--- config.mk ---
export PLATFORM = sky130hd
export DESIGN_NAME = order_book_minute_bar_builder_flat
export DESIGN_NICKNAME = d
export VERILOG_FILES = /design/src/obmb_pkg.sv /design/src/obmb_req_if.sv /design/src/obmb_rsp_if.sv /design/src/order_book_minute_bar_builder.sv /design/src/flat_wrapper.sv
export SDC_FILE = /design/constraint.sdc
export NUM_CORES = 2
export LEC_CHECK = 0
export BUFFER_PORTS_ARGS = -buffer_cell sky130_fd_sc_hd__buf_2
export CAP_MARGIN = 20
export CORE_UTILIZATION = 25
export DETAILED_ROUTE_END_ITERATION = 7
export SKIP_CTS_REPAIR_TIMING = 1
export SLEW_MARGIN = 30
export SYNTH_ARGS = -nofsm -noshare
export SYNTH_HDL_FRONTEND = slang
export SYNTH_SLANG_ARGS = --single-unit
--- constraint.sdc ---
create_clock -name clock -period 20.6 [get_ports clock]
set_clock_uncertainty 0.15 [all_clocks]
set_input_delay 3.09 -clock clock [delete_from_list [all_inputs] [get_ports clock]]
set_output_delay 3.09 -clock clock [all_outputs]
set_load 0.01 [all_outputs]
--- src/obmb_pkg.sv ---
// shared constants and types for the order book minute bar builder
package obmb_pkg;

   localparam int TIME_W   = 32;
   localparam int PRICE_W  = 31;
   localparam int MID_W    = PRICE_W + 1;
   localparam int MINUTE_W = 27;
   localparam int COUNT_W  = 32;
   localparam int SEC_W    = 6;

   localparam int SECONDS_PER_MINUTE = 60;
   localparam logic [SEC_W-1:0] CAPTURE_RESET = SEC_W'(3);

   // time / 60 = (time >> 2) / 15, done as a multiply by ceil(2^34 / 15)
   localparam int DIV_PRE_SHIFT = 2;
   localparam int DIV_SHIFT     = 34;
   localparam int QUOT_IN_W     = TIME_W - DIV_PRE_SHIFT;
   localparam int MAGIC_W       = 31;
   localparam int PROD_W        = QUOT_IN_W + MAGIC_W;
   localparam logic [MAGIC_W-1:0] DIV_MAGIC = MAGIC_W'(1145324613);

   localparam logic [COUNT_W-1:0] COUNT_MAX = '1;

   typedef struct packed {
      logic [MINUTE_W-1:0] bar_minute;
      logic [COUNT_W-1:0]  first_index;
      logic [COUNT_W-1:0]  snapshot_count;
      logic [MID_W-1:0]    open_mid2;
      logic [MID_W-1:0]    close_mid2;
      logic [MID_W-1:0]    low_mid2;
      logic [MID_W-1:0]    high_mid2;
      logic [PRICE_W-1:0]  lowest_deep_bid;
      logic [PRICE_W-1:0]  highest_deep_ask;
      logic [PRICE_W-1:0]  captured_bid;
      logic [PRICE_W-1:0]  captured_ask;
   } bar_type;

endpackage

--- src/obmb_req_if.sv ---
// snapshot channel interface
interface obmb_req_if;
   logic                          valid;
   logic                          ready;
   logic [obmb_pkg::TIME_W-1:0]   snapshot_time;
   logic [obmb_pkg::PRICE_W-1:0]  best_bid;
   logic [obmb_pkg::PRICE_W-1:0]  best_ask;
   logic [obmb_pkg::PRICE_W-1:0]  deepest_bid;
   logic [obmb_pkg::PRICE_W-1:0]  deepest_ask;

   modport source (output valid, snapshot_time, best_bid, best_ask, deepest_bid, deepest_ask,
                   input ready);
   modport sink (input valid, snapshot_time, best_bid, best_ask, deepest_bid, deepest_ask,
                 output ready);
endinterface

--- src/obmb_rsp_if.sv ---
// minute bar channel interface
interface obmb_rsp_if;
   logic                           valid;
   logic                           ready;
   logic [obmb_pkg::MINUTE_W-1:0]  bar_minute;
   logic [obmb_pkg::COUNT_W-1:0]   first_index;
   logic [obmb_pkg::COUNT_W-1:0]   snapshot_count;
   logic [obmb_pkg::MID_W-1:0]     open_mid2;
   logic [obmb_pkg::MID_W-1:0]     close_mid2;
   logic [obmb_pkg::MID_W-1:0]     low_mid2;
   logic [obmb_pkg::MID_W-1:0]     high_mid2;
   logic [obmb_pkg::PRICE_W-1:0]   lowest_deep_bid;
   logic [obmb_pkg::PRICE_W-1:0]   highest_deep_ask;
   logic [obmb_pkg::PRICE_W-1:0]   captured_bid;
   logic [obmb_pkg::PRICE_W-1:0]   captured_ask;

   modport source (output valid, bar_minute, first_index, snapshot_count, open_mid2,
                   close_mid2, low_mid2, high_mid2, lowest_deep_bid, highest_deep_ask,
                   captured_bid, captured_ask,
                   input ready);
   modport sink (input valid, bar_minute, first_index, snapshot_count, open_mid2,
                 close_mid2, low_mid2, high_mid2, lowest_deep_bid, highest_deep_ask,
                 captured_bid, captured_ask,
                 output ready);
endinterface

--- src/order_book_minute_bar_builder.sv ---
// order book minute bar builder: three-register pipeline with open bar state
// a closed bar enters the output register as the transaction that closes it leaves stage 2
// throughput: one snapshot per cycle unless stage 2 stalls; stage 1 holds the reciprocal
// multiply for the minute, stage 2 the bar update, stage 3 the output register
// stage 2 stalls only when it must emit a bar while the output register is full and not read
// reset: synchronous, clears pipeline valids, open bar flag and total count, capture second to 3
module order_book_minute_bar_builder (
   input  logic                          clock,
   input  logic                          reset,
   obmb_req_if.sink                      req_bus,
   obmb_rsp_if.source                    rsp_bus,
   input  logic                          csr_wr_en,
   input  logic [obmb_pkg::SEC_W-1:0]    csr_wr_data
);

   logic [obmb_pkg::SEC_W-1:0]    capture_ff;

   // stage 1
   logic                          s1_valid_ff;
   logic [obmb_pkg::TIME_W-1:0]   s1_time_ff;
   logic [obmb_pkg::PRICE_W-1:0]  s1_bid_ff;
   logic [obmb_pkg::PRICE_W-1:0]  s1_ask_ff;
   logic [obmb_pkg::PRICE_W-1:0]  s1_deep_bid_ff;
   logic [obmb_pkg::PRICE_W-1:0]  s1_deep_ask_ff;
   logic [obmb_pkg::PROD_W-1:0]   s1_prod_in;
   logic [obmb_pkg::MID_W-1:0]    s1_mid2_in;

   // stage 2
   logic                          s2_valid_ff;
   logic [obmb_pkg::TIME_W-1:0]   s2_time_ff;
   logic [obmb_pkg::MINUTE_W-1:0] s2_minute_ff;
   logic [obmb_pkg::MID_W-1:0]    s2_mid2_ff;
   logic [obmb_pkg::PRICE_W-1:0]  s2_bid_ff;
   logic [obmb_pkg::PRICE_W-1:0]  s2_ask_ff;
   logic [obmb_pkg::PRICE_W-1:0]  s2_deep_bid_ff;
   logic [obmb_pkg::PRICE_W-1:0]  s2_deep_ask_ff;
   logic [obmb_pkg::SEC_W-1:0]    s2_minute_x60_in;
   logic [obmb_pkg::SEC_W-1:0]    s2_sec_in;

   // open bar state
   logic                          have_ff;
   logic [obmb_pkg::TIME_W-1:0]   last_time_ff;
   logic [obmb_pkg::COUNT_W-1:0]  total_ff;
   obmb_pkg::bar_type             bar_ff;

   // output register
   logic                          rsp_valid_ff;
   obmb_pkg::bar_type             rsp_ff;

   logic                          out_free;
   logic                          fresh;
   logic                          same_minute;
   logic                          emit;
   logic                          s2_go;
   logic                          s2_open;
   logic                          s1_open;
   logic [obmb_pkg::COUNT_W-1:0]  total_inc_in;
   logic [obmb_pkg::COUNT_W-1:0]  count_inc_in;

   assign s1_prod_in =
      obmb_pkg::PROD_W'(s1_time_ff[obmb_pkg::TIME_W-1:obmb_pkg::DIV_PRE_SHIFT])
      * obmb_pkg::PROD_W'(obmb_pkg::DIV_MAGIC);
   assign s1_mid2_in = {1'b0, s1_bid_ff} + {1'b0, s1_ask_ff};

   // only the low bits of minute * 60 matter for the second
   assign s2_minute_x60_in = s2_minute_ff[obmb_pkg::SEC_W-1:0]
                             * obmb_pkg::SEC_W'(obmb_pkg::SECONDS_PER_MINUTE);
   assign s2_sec_in        = s2_time_ff[obmb_pkg::SEC_W-1:0] - s2_minute_x60_in;

   assign out_free    = !rsp_valid_ff || rsp_bus.ready;
   assign fresh       = !have_ff || (s2_time_ff > last_time_ff);
   assign same_minute = have_ff && (s2_minute_ff == bar_ff.bar_minute);
   assign emit        = s2_valid_ff && fresh && have_ff && !same_minute;
   assign s2_go       = s2_valid_ff && (!emit || out_free);
   assign s2_open     = !s2_valid_ff || s2_go;
   assign s1_open     = !s1_valid_ff || s2_open;
   assign req_bus.ready = s1_open;

   assign total_inc_in = (total_ff == obmb_pkg::COUNT_MAX) ? total_ff :
                         total_ff + obmb_pkg::COUNT_W'(1);
   assign count_inc_in = (bar_ff.snapshot_count == obmb_pkg::COUNT_MAX) ?
                         bar_ff.snapshot_count :
                         bar_ff.snapshot_count + obmb_pkg::COUNT_W'(1);

   always_ff @(posedge clock) begin
      if (reset) begin
         capture_ff <= obmb_pkg::CAPTURE_RESET;
      end else if (csr_wr_en) begin
         capture_ff <= csr_wr_data;
      end
   end

   // stage 1: take the transaction
   always_ff @(posedge clock) begin
      if (reset) begin
         s1_valid_ff <= 1'b0;
      end else if (s1_open) begin
         s1_valid_ff <= req_bus.valid;
      end
      if (s1_open) begin
         s1_time_ff     <= req_bus.snapshot_time;
         s1_bid_ff      <= req_bus.best_bid;
         s1_ask_ff      <= req_bus.best_ask;
         s1_deep_bid_ff <= req_bus.deepest_bid;
         s1_deep_ask_ff <= req_bus.deepest_ask;
      end
   end

   // stage 2: minute and mid
   always_ff @(posedge clock) begin
      if (reset) begin
         s2_valid_ff <= 1'b0;
      end else if (s2_open) begin
         s2_valid_ff <= s1_valid_ff;
      end
      if (s2_open) begin
         s2_time_ff     <= s1_time_ff;
         s2_minute_ff   <= s1_prod_in[obmb_pkg::DIV_SHIFT +: obmb_pkg::MINUTE_W];
         s2_mid2_ff     <= s1_mid2_in;
         s2_bid_ff      <= s1_bid_ff;
         s2_ask_ff      <= s1_ask_ff;
         s2_deep_bid_ff <= s1_deep_bid_ff;
         s2_deep_ask_ff <= s1_deep_ask_ff;
      end
   end

   // bar update
   always_ff @(posedge clock) begin
      if (reset) begin
         have_ff  <= 1'b0;
         total_ff <= '0;
      end else if (s2_go && fresh) begin
         have_ff  <= 1'b1;
         total_ff <= total_inc_in;
      end
      if (s2_go && fresh) begin
         last_time_ff <= s2_time_ff;
         if (same_minute) begin
            if (s2_mid2_ff < bar_ff.low_mid2) begin
               bar_ff.low_mid2 <= s2_mid2_ff;
            end
            if (s2_mid2_ff > bar_ff.high_mid2) begin
               bar_ff.high_mid2 <= s2_mid2_ff;
            end
            if (s2_deep_bid_ff < bar_ff.lowest_deep_bid) begin
               bar_ff.lowest_deep_bid <= s2_deep_bid_ff;
            end
            if (s2_deep_ask_ff > bar_ff.highest_deep_ask) begin
               bar_ff.highest_deep_ask <= s2_deep_ask_ff;
            end
            bar_ff.snapshot_count <= count_inc_in;
            bar_ff.close_mid2     <= s2_mid2_ff;
            if (s2_sec_in == capture_ff) begin
               bar_ff.captured_bid <= s2_bid_ff;
               bar_ff.captured_ask <= s2_ask_ff;
            end
         end else begin
            bar_ff.bar_minute       <= s2_minute_ff;
            bar_ff.first_index      <= total_ff;
            bar_ff.snapshot_count   <= obmb_pkg::COUNT_W'(1);
            bar_ff.open_mid2        <= s2_mid2_ff;
            bar_ff.close_mid2       <= s2_mid2_ff;
            bar_ff.low_mid2         <= s2_mid2_ff;
            bar_ff.high_mid2        <= s2_mid2_ff;
            bar_ff.lowest_deep_bid  <= s2_deep_bid_ff;
            bar_ff.highest_deep_ask <= s2_deep_ask_ff;
            bar_ff.captured_bid     <= s2_bid_ff;
            bar_ff.captured_ask     <= s2_ask_ff;
         end
      end
   end

   // output register
   always_ff @(posedge clock) begin
      if (reset) begin
         rsp_valid_ff <= 1'b0;
      end else if (s2_go && emit) begin
         rsp_valid_ff <= 1'b1;
      end else if (rsp_bus.ready) begin
         rsp_valid_ff <= 1'b0;
      end
      if (s2_go && emit) begin
         rsp_ff <= bar_ff;
      end
   end

   assign rsp_bus.valid            = rsp_valid_ff;
   assign rsp_bus.bar_minute       = rsp_ff.bar_minute;
   assign rsp_bus.first_index      = rsp_ff.first_index;
   assign rsp_bus.snapshot_count   = rsp_ff.snapshot_count;
   assign rsp_bus.open_mid2        = rsp_ff.open_mid2;
   assign rsp_bus.close_mid2       = rsp_ff.close_mid2;
   assign rsp_bus.low_mid2         = rsp_ff.low_mid2;
   assign rsp_bus.high_mid2        = rsp_ff.high_mid2;
   assign rsp_bus.lowest_deep_bid  = rsp_ff.lowest_deep_bid;
   assign rsp_bus.highest_deep_ask = rsp_ff.highest_deep_ask;
   assign rsp_bus.captured_bid     = rsp_ff.captured_bid;
   assign rsp_bus.captured_ask     = rsp_ff.captured_ask;

endmodule

--- src/flat_wrapper.sv ---
// flat-port wrapper written by rule: the top's interface ports become plain ports
module order_book_minute_bar_builder_flat 
  (clock, reset, csr_wr_en, csr_wr_data, req_bus_valid, req_bus_snapshot_time, req_bus_best_bid, req_bus_best_ask, req_bus_deepest_bid, req_bus_deepest_ask, req_bus_ready, rsp_bus_valid, rsp_bus_bar_minute, rsp_bus_first_index, rsp_bus_snapshot_count, rsp_bus_open_mid2, rsp_bus_close_mid2, rsp_bus_low_mid2, rsp_bus_high_mid2, rsp_bus_lowest_deep_bid, rsp_bus_highest_deep_ask, rsp_bus_captured_bid, rsp_bus_captured_ask, rsp_bus_ready);
  obmb_req_if req_bus_i ();
  obmb_rsp_if rsp_bus_i ();
  input  logic clock;
  input  logic reset;
  input  logic csr_wr_en;
  input  logic [obmb_pkg::SEC_W-1:0] csr_wr_data;
  input wire logic [$bits(req_bus_i.valid)-1:0] req_bus_valid;
  input wire logic [$bits(req_bus_i.snapshot_time)-1:0] req_bus_snapshot_time;
  input wire logic [$bits(req_bus_i.best_bid)-1:0] req_bus_best_bid;
  input wire logic [$bits(req_bus_i.best_ask)-1:0] req_bus_best_ask;
  input wire logic [$bits(req_bus_i.deepest_bid)-1:0] req_bus_deepest_bid;
  input wire logic [$bits(req_bus_i.deepest_ask)-1:0] req_bus_deepest_ask;
  output wire logic [$bits(req_bus_i.ready)-1:0] req_bus_ready;
  output wire logic [$bits(rsp_bus_i.valid)-1:0] rsp_bus_valid;
  output wire logic [$bits(rsp_bus_i.bar_minute)-1:0] rsp_bus_bar_minute;
  output wire logic [$bits(rsp_bus_i.first_index)-1:0] rsp_bus_first_index;
  output wire logic [$bits(rsp_bus_i.snapshot_count)-1:0] rsp_bus_snapshot_count;
  output wire logic [$bits(rsp_bus_i.open_mid2)-1:0] rsp_bus_open_mid2;
  output wire logic [$bits(rsp_bus_i.close_mid2)-1:0] rsp_bus_close_mid2;
  output wire logic [$bits(rsp_bus_i.low_mid2)-1:0] rsp_bus_low_mid2;
  output wire logic [$bits(rsp_bus_i.high_mid2)-1:0] rsp_bus_high_mid2;
  output wire logic [$bits(rsp_bus_i.lowest_deep_bid)-1:0] rsp_bus_lowest_deep_bid;
  output wire logic [$bits(rsp_bus_i.highest_deep_ask)-1:0] rsp_bus_highest_deep_ask;
  output wire logic [$bits(rsp_bus_i.captured_bid)-1:0] rsp_bus_captured_bid;
  output wire logic [$bits(rsp_bus_i.captured_ask)-1:0] rsp_bus_captured_ask;
  input wire logic [$bits(rsp_bus_i.ready)-1:0] rsp_bus_ready;
  assign req_bus_i.valid = req_bus_valid;
  assign req_bus_i.snapshot_time = req_bus_snapshot_time;
  assign req_bus_i.best_bid = req_bus_best_bid;
  assign req_bus_i.best_ask = req_bus_best_ask;
  assign req_bus_i.deepest_bid = req_bus_deepest_bid;
  assign req_bus_i.deepest_ask = req_bus_deepest_ask;
  assign req_bus_ready = req_bus_i.ready;
  assign rsp_bus_valid = rsp_bus_i.valid;
  assign rsp_bus_bar_minute = rsp_bus_i.bar_minute;
  assign rsp_bus_first_index = rsp_bus_i.first_index;
  assign rsp_bus_snapshot_count = rsp_bus_i.snapshot_count;
  assign rsp_bus_open_mid2 = rsp_bus_i.open_mid2;
  assign rsp_bus_close_mid2 = rsp_bus_i.close_mid2;
  assign rsp_bus_low_mid2 = rsp_bus_i.low_mid2;
  assign rsp_bus_high_mid2 = rsp_bus_i.high_mid2;
  assign rsp_bus_lowest_deep_bid = rsp_bus_i.lowest_deep_bid;
  assign rsp_bus_highest_deep_ask = rsp_bus_i.highest_deep_ask;
  assign rsp_bus_captured_bid = rsp_bus_i.captured_bid;
  assign rsp_bus_captured_ask = rsp_bus_i.captured_ask;
  assign rsp_bus_i.ready = rsp_bus_ready;
  order_book_minute_bar_builder u_core (.clock(clock), .reset(reset), .req_bus(req_bus_i), .rsp_bus(rsp_bus_i), .csr_wr_en(csr_wr_en), .csr_wr_data(csr_wr_data));
endmodule
==> results <==
- The static leakage is about 24 nW.
- The largest net degree at the start of global routing is ~150.
- The detailed router finished its first iteration with about 1300 violations.
- For this run, the number of standard cells in the final layout without fillers is about 6400.
- The worst pin sits at a relative slew slack of 35.3%.
- The number of stages on the worst hold path is 0.
- The number of enable-type register cells in the synthesized netlist is approximately 1100.
- The standard cell core area is ~0.20 mm2.
- The power spent charging and discharging nets is ~2 mW.
- The part of the power in registers is approximately 42%.
- For the worst flop-to-flop path, the logic depth is 22.
- The number of global-route vias before repair came to roughly 27000.
- The count of filler cells inserted in the layout is roughly 19000.
- The worst path arrival time is 4.75 ns.
- The final estimated routing congestion in global placement is roughly 0.84.
- The endpoint identified for the worst register-to-register timing path is u_core.s2_minute_ff[21]$_DFFE_PP_.
- Counting the buffers created by CTS gives around 120.
- For the worst setup path, the data required time is about 17 ns.
- The latest clock arrival within the worst-skew pair is approximately 0.78 ns.
- The path class of the tightest hold or removal check is register to register.
- The area overhead of the layout relative to synthesis is 20.4%.
- The top cell type by total area after synthesis is edfxtp_1.
- Before CTS, the worst setup slack after placement is about 13 ns.
- The number of port buffers is approximately 500.
- The internal power contribution is around 4.6 mW.
- The setup path with the least slack is of type input port to output pin.
- The number of core rows is roughly 160.
- The path with the worst hold slack has its endpoint at u_core.rsp_bus.close_mid2[3]$_DFFE_PP_.
- Of the total power, combinational logic draws between 20 and 30%.
- The max-slew violation total from the final report is 0.
- The count of boundary I/O pins is around 500.
- Counting along the longest clock path gives a buffer depth of 3.
- Setup repair after global routing left no endpoint under its margin.
- Yosys attributes the largest share of cell area to edfxtp_1 (66%), ha_1 (12%), fa_1 (5.1%).
- Setup violations remaining at the end of the flow were counted as 0.
- Counting distinct cell types in the post-synthesis netlist gives 69.
- Dividing the detail-routed via count by the number of cells gives around 4.1.
- The initial antenna violation count is 27.
- After synthesis, the share of flip-flops with an asynchronous set or reset is 0%.
- The wire length of the first global-routing pass is ~170000 um.
- The net count after synthesis is between 3000 and 4000.
- The die boundary width is between 400 and 500 um.
- The die covers just under 0.2 mm2.
- The share of cells above drive strength 1 is 19.3%.
- The total number of nets in the final design is ~4500.
- The maximum clock frequency is between 100 and 150 MHz.
- The net switching fraction of the power is between 30% and 40%.
- The part of the Yosys area used for sequential elements is between 60% and 70%.
- The startpoint type of the worst setup path is an input port.
- Summed over its instances, the top area cell type makes up 66.5% of the synthesized netlist area.
- Counting every sink on the clock net gives about 1100.
- Global routing used a little under an eighth of the available tracks across all layers.
- Dividing the detail-routed wire length by the instance count gives 18.8 um.
- STA classifies the critical path endpoint as an output pin.
- In this run the register-to-register setup slack is 13.14 ns.
- The smallest clock period supported by the final layout is computed as between 7 and 8 ns.
- The highest ir drop seen on vdd is 93.2 uV.
- Adding up every negative setup slack in the final design gives 0 ns.
- The first detailed-routing pass ran for 6 iterations.
- The number of antenna-violating nets in the routed design is 0.
- The run finished with clean final reports.
- Counting tap cells, the placed design contains a total of 6203 instances.
- The ratio of total power to cell area is between 100 and 150 mW/mm2.
- Along the worst path, the maximum fanout reaches 42.
- The cell area after synthesis is slightly below 0.05 mm2.
- Max-cap violations in this run came to 0.
- Summed over all layers, the routed wires come to roughly 120000 um.
- In this run the critical register-to-register path is launched from u_core.s1_time_ff[8]$_DFFE_PP_.
- The root buffer cell is clkbuf_16.
- The final cycle utilization of the critical path is approximately two fifths.
- In this run, the clock network consumes between 30 and 40% of the power.
- The clock-pin slew of the registers on the worst-case setup and hold paths is about 0.060 ns.
- The startpoint of the worst hold path is u_core.bar_ff[191]$_DFFE_PP_.
- The slew of the pin with the lowest slew margin is approximately 0.96 ns.
- Global routing finished with a remaining overflow of 0.
- The detailed router placed around 26000 vias in this run.
- The dominant synthesized flop cell is edfxtp_1.
- TritonCTS built the clock tree.
- The detailed placement HPWL is about 92000 um.
- CTS built an H-tree with a depth of 3.
- The total number of yosys warnings is 0.
- The slack of the critical path is approximately 13 ns.
- The number of register bits inferred by synthesis is ~1100.
- The chip height is about 450 um.
- The hold violation total from the final report is 0.
- The starting density of the core is between 20 and 30%.
- For this run, design rule violations remaining after detail routing come to 0.
- The number of instances in the synthesized netlist is approximately 3100.
- Dividing the synthesized area by the synthesized cell count gives around 16 um2.
-- layout make-up --
| type | instances | area, um2 | area share (%) |
|---|---|---|---|
| flip-flops and latches | 1131 | 33500 | 56.6 |
| clock inverters | 75 | 821 | 1.39 |
| clock buffers | 145 | 3030 | 5.12 |
| inverters | 418 | 1570 | 2.65 |
| multi-input cells | 1495 | 14100 | 23.8 |
| repair buffers | 537 | 2870 | 4.84 |
| well taps | 2624 | 3280 | 5.54 |
| diodes | 10 | 25.0 | 0.0422 |
-- power by group through the flow --
stage,Combinational [mW],Sequential [mW],Clock [mW]
after floorplan,1.25,2.79,0
after global placement,1.69,2.85,0
after detailed placement,1.70,2.85,0
after CTS,1.73,2.80,2.18
after global routing,1.96,2.81,2.27
final,1.70,2.80,2.11
-- placed cells by master, fill, tap and decap left out, drive strengths merged, types with 16 or more instances in the layout --
| master | netlist | final |
|---|---|---|
| inv | 418 | 424 |
| edfxtp | 1089 | 1089 |
| xnor2 | 82 | 82 |
| nand4 | 45 | 45 |
| nor3 | 29 | 29 |
| o21ai | 59 | 59 |
| buf | 4 | 537 |
| nand3 | 44 | 44 |
| nand2b | 25 | 25 |
| nor2 | 106 | 106 |
| ha | 468 | 468 |
| a21oi | 95 | 95 |
| xor2 | 55 | 55 |
| clkbuf | 14 | 145 |
| nand2 | 60 | 60 |
| dfxtp | 42 | 42 |
| a21o | 70 | 70 |
| fa | 125 | 125 |
| o21a | 21 | 21 |
| clkinv | 0 | 56 |
| nor4 | 23 | 23 |
| nor2b | 31 | 31 |
| a31oi | 16 | 16 |
| and3 | 26 | 26 |
-- cell families (layout without fill, tap and decap cells) --
group | count (synthesis) | after routing | share of synthesized area [%]
adders and majority gates | 593 | 593 | 17.0
AOI/OAI and AO/OA | 337 | 337 | 4.48
DFF | 1131 | 1131 | 68.2
xor gates and xnor gates | 137 | 137 | 2.44
buffers and inverters | 436 | 1175 | 3.35
other | 0 | 10 | 0
muxes | 6 | 6 | 0.125
and+or+nand+nor | 422 | 422 | 4.45
-- metrics by stage --
step,util [%],hold slack [ns],cell area (um2),power [mW]
after global placement,28.3,0.251,55200,4.53
final,30.4,0.243,59200,6.61
after global routing,30.4,0.248,59200,7.04
after detailed placement,28.3,0.255,55300,4.55
after floorplan,-,0.250,49200,4.04
after CTS,30.3,0.244,59200,6.71
-- worst max-delay path by stage --
stage / start / cells past startpoint / slack [ns] / endpoint
floorplan: rsp_bus_ready / 2 / 2.05 / u_core.rsp_bus.bar_minute[0]$_DFFE_PP_
global placement: rsp_bus_ready / 5 / 12.58 / req_bus_ready
detailed placement: rsp_bus_ready / 5 / 12.58 / req_bus_ready
CTS: u_core.s2_time_ff[25]$_DFFE_PP_ / 11 / 12.58 / req_bus_ready
global route: u_core.s2_time_ff[25]$_DFFE_PP_ / 11 / 12.43 / req_bus_ready
finish: rsp_bus_ready / 5 / 12.61 / req_bus_ready
-- routing by layer --
metal | routed length, um | up-vias | GRT usage [%]
met5 | 22 | - | 0
met4 | 5130 | 4 | 5.78
met3 | 5180 | 211 | 2.32
met2 | 64000 | 581 | 21.6
met1 | 47000 | 12900 | 13.4
li1 | - | 12500 | -
-- Yosys cell counts (3+ instances only) --
master	instances
edfxtp_1	1089
ha_1	468
inv_1	418
fa_1	125
nor2_1	105
a21oi_1	95
xnor2_1	82
a21o_1	70
nand2_1	59
o21ai_0	58
xor2_1	55
nand4_1	44
nand3_1	43
dfxtp_1	42
nor2b_1	31
nor3_1	29
and3_1	26
nand2b_1	25
nor4_1	22
o21a_1	21
a31oi_1	16
a211oi_1	15
or3_1	15
clkbuf_1	14
o21bai_1	11
o211ai_1	6
a211o_1	5
and4_1	5
mux2i_1	5
and2_1	4
a31o_2	3
a41oi_1	3
o2111ai_1	3
o221ai_1	3
o31ai_1	3
or2_2	3
-- worst max-delay path: stages --
cell and delay [ns]:
buf_2 0.10, nand2b_1 0.15, or3_4 0.65, or2_4 0.52, buf_2 0.23
-- state kept, by name, indices dropped and copies added, names as in the netlist, 32 cells and up --
register,cells
u_core.bar_ff,343
u_core.last_time_ff,32
u_core.rsp_bus.close_mid2,32
u_core.rsp_bus.first_index,32
u_core.rsp_bus.high_mid2,32
u_core.rsp_bus.low_mid2,32
u_core.rsp_bus.open_mid2,32
u_core.rsp_bus.snapshot_count,32
u_core.s1_time_ff,32
u_core.s2_mid2_ff,32
u_core.s2_time_ff,32
u_core.total_ff,32
(Power assumes the default switching activity.)
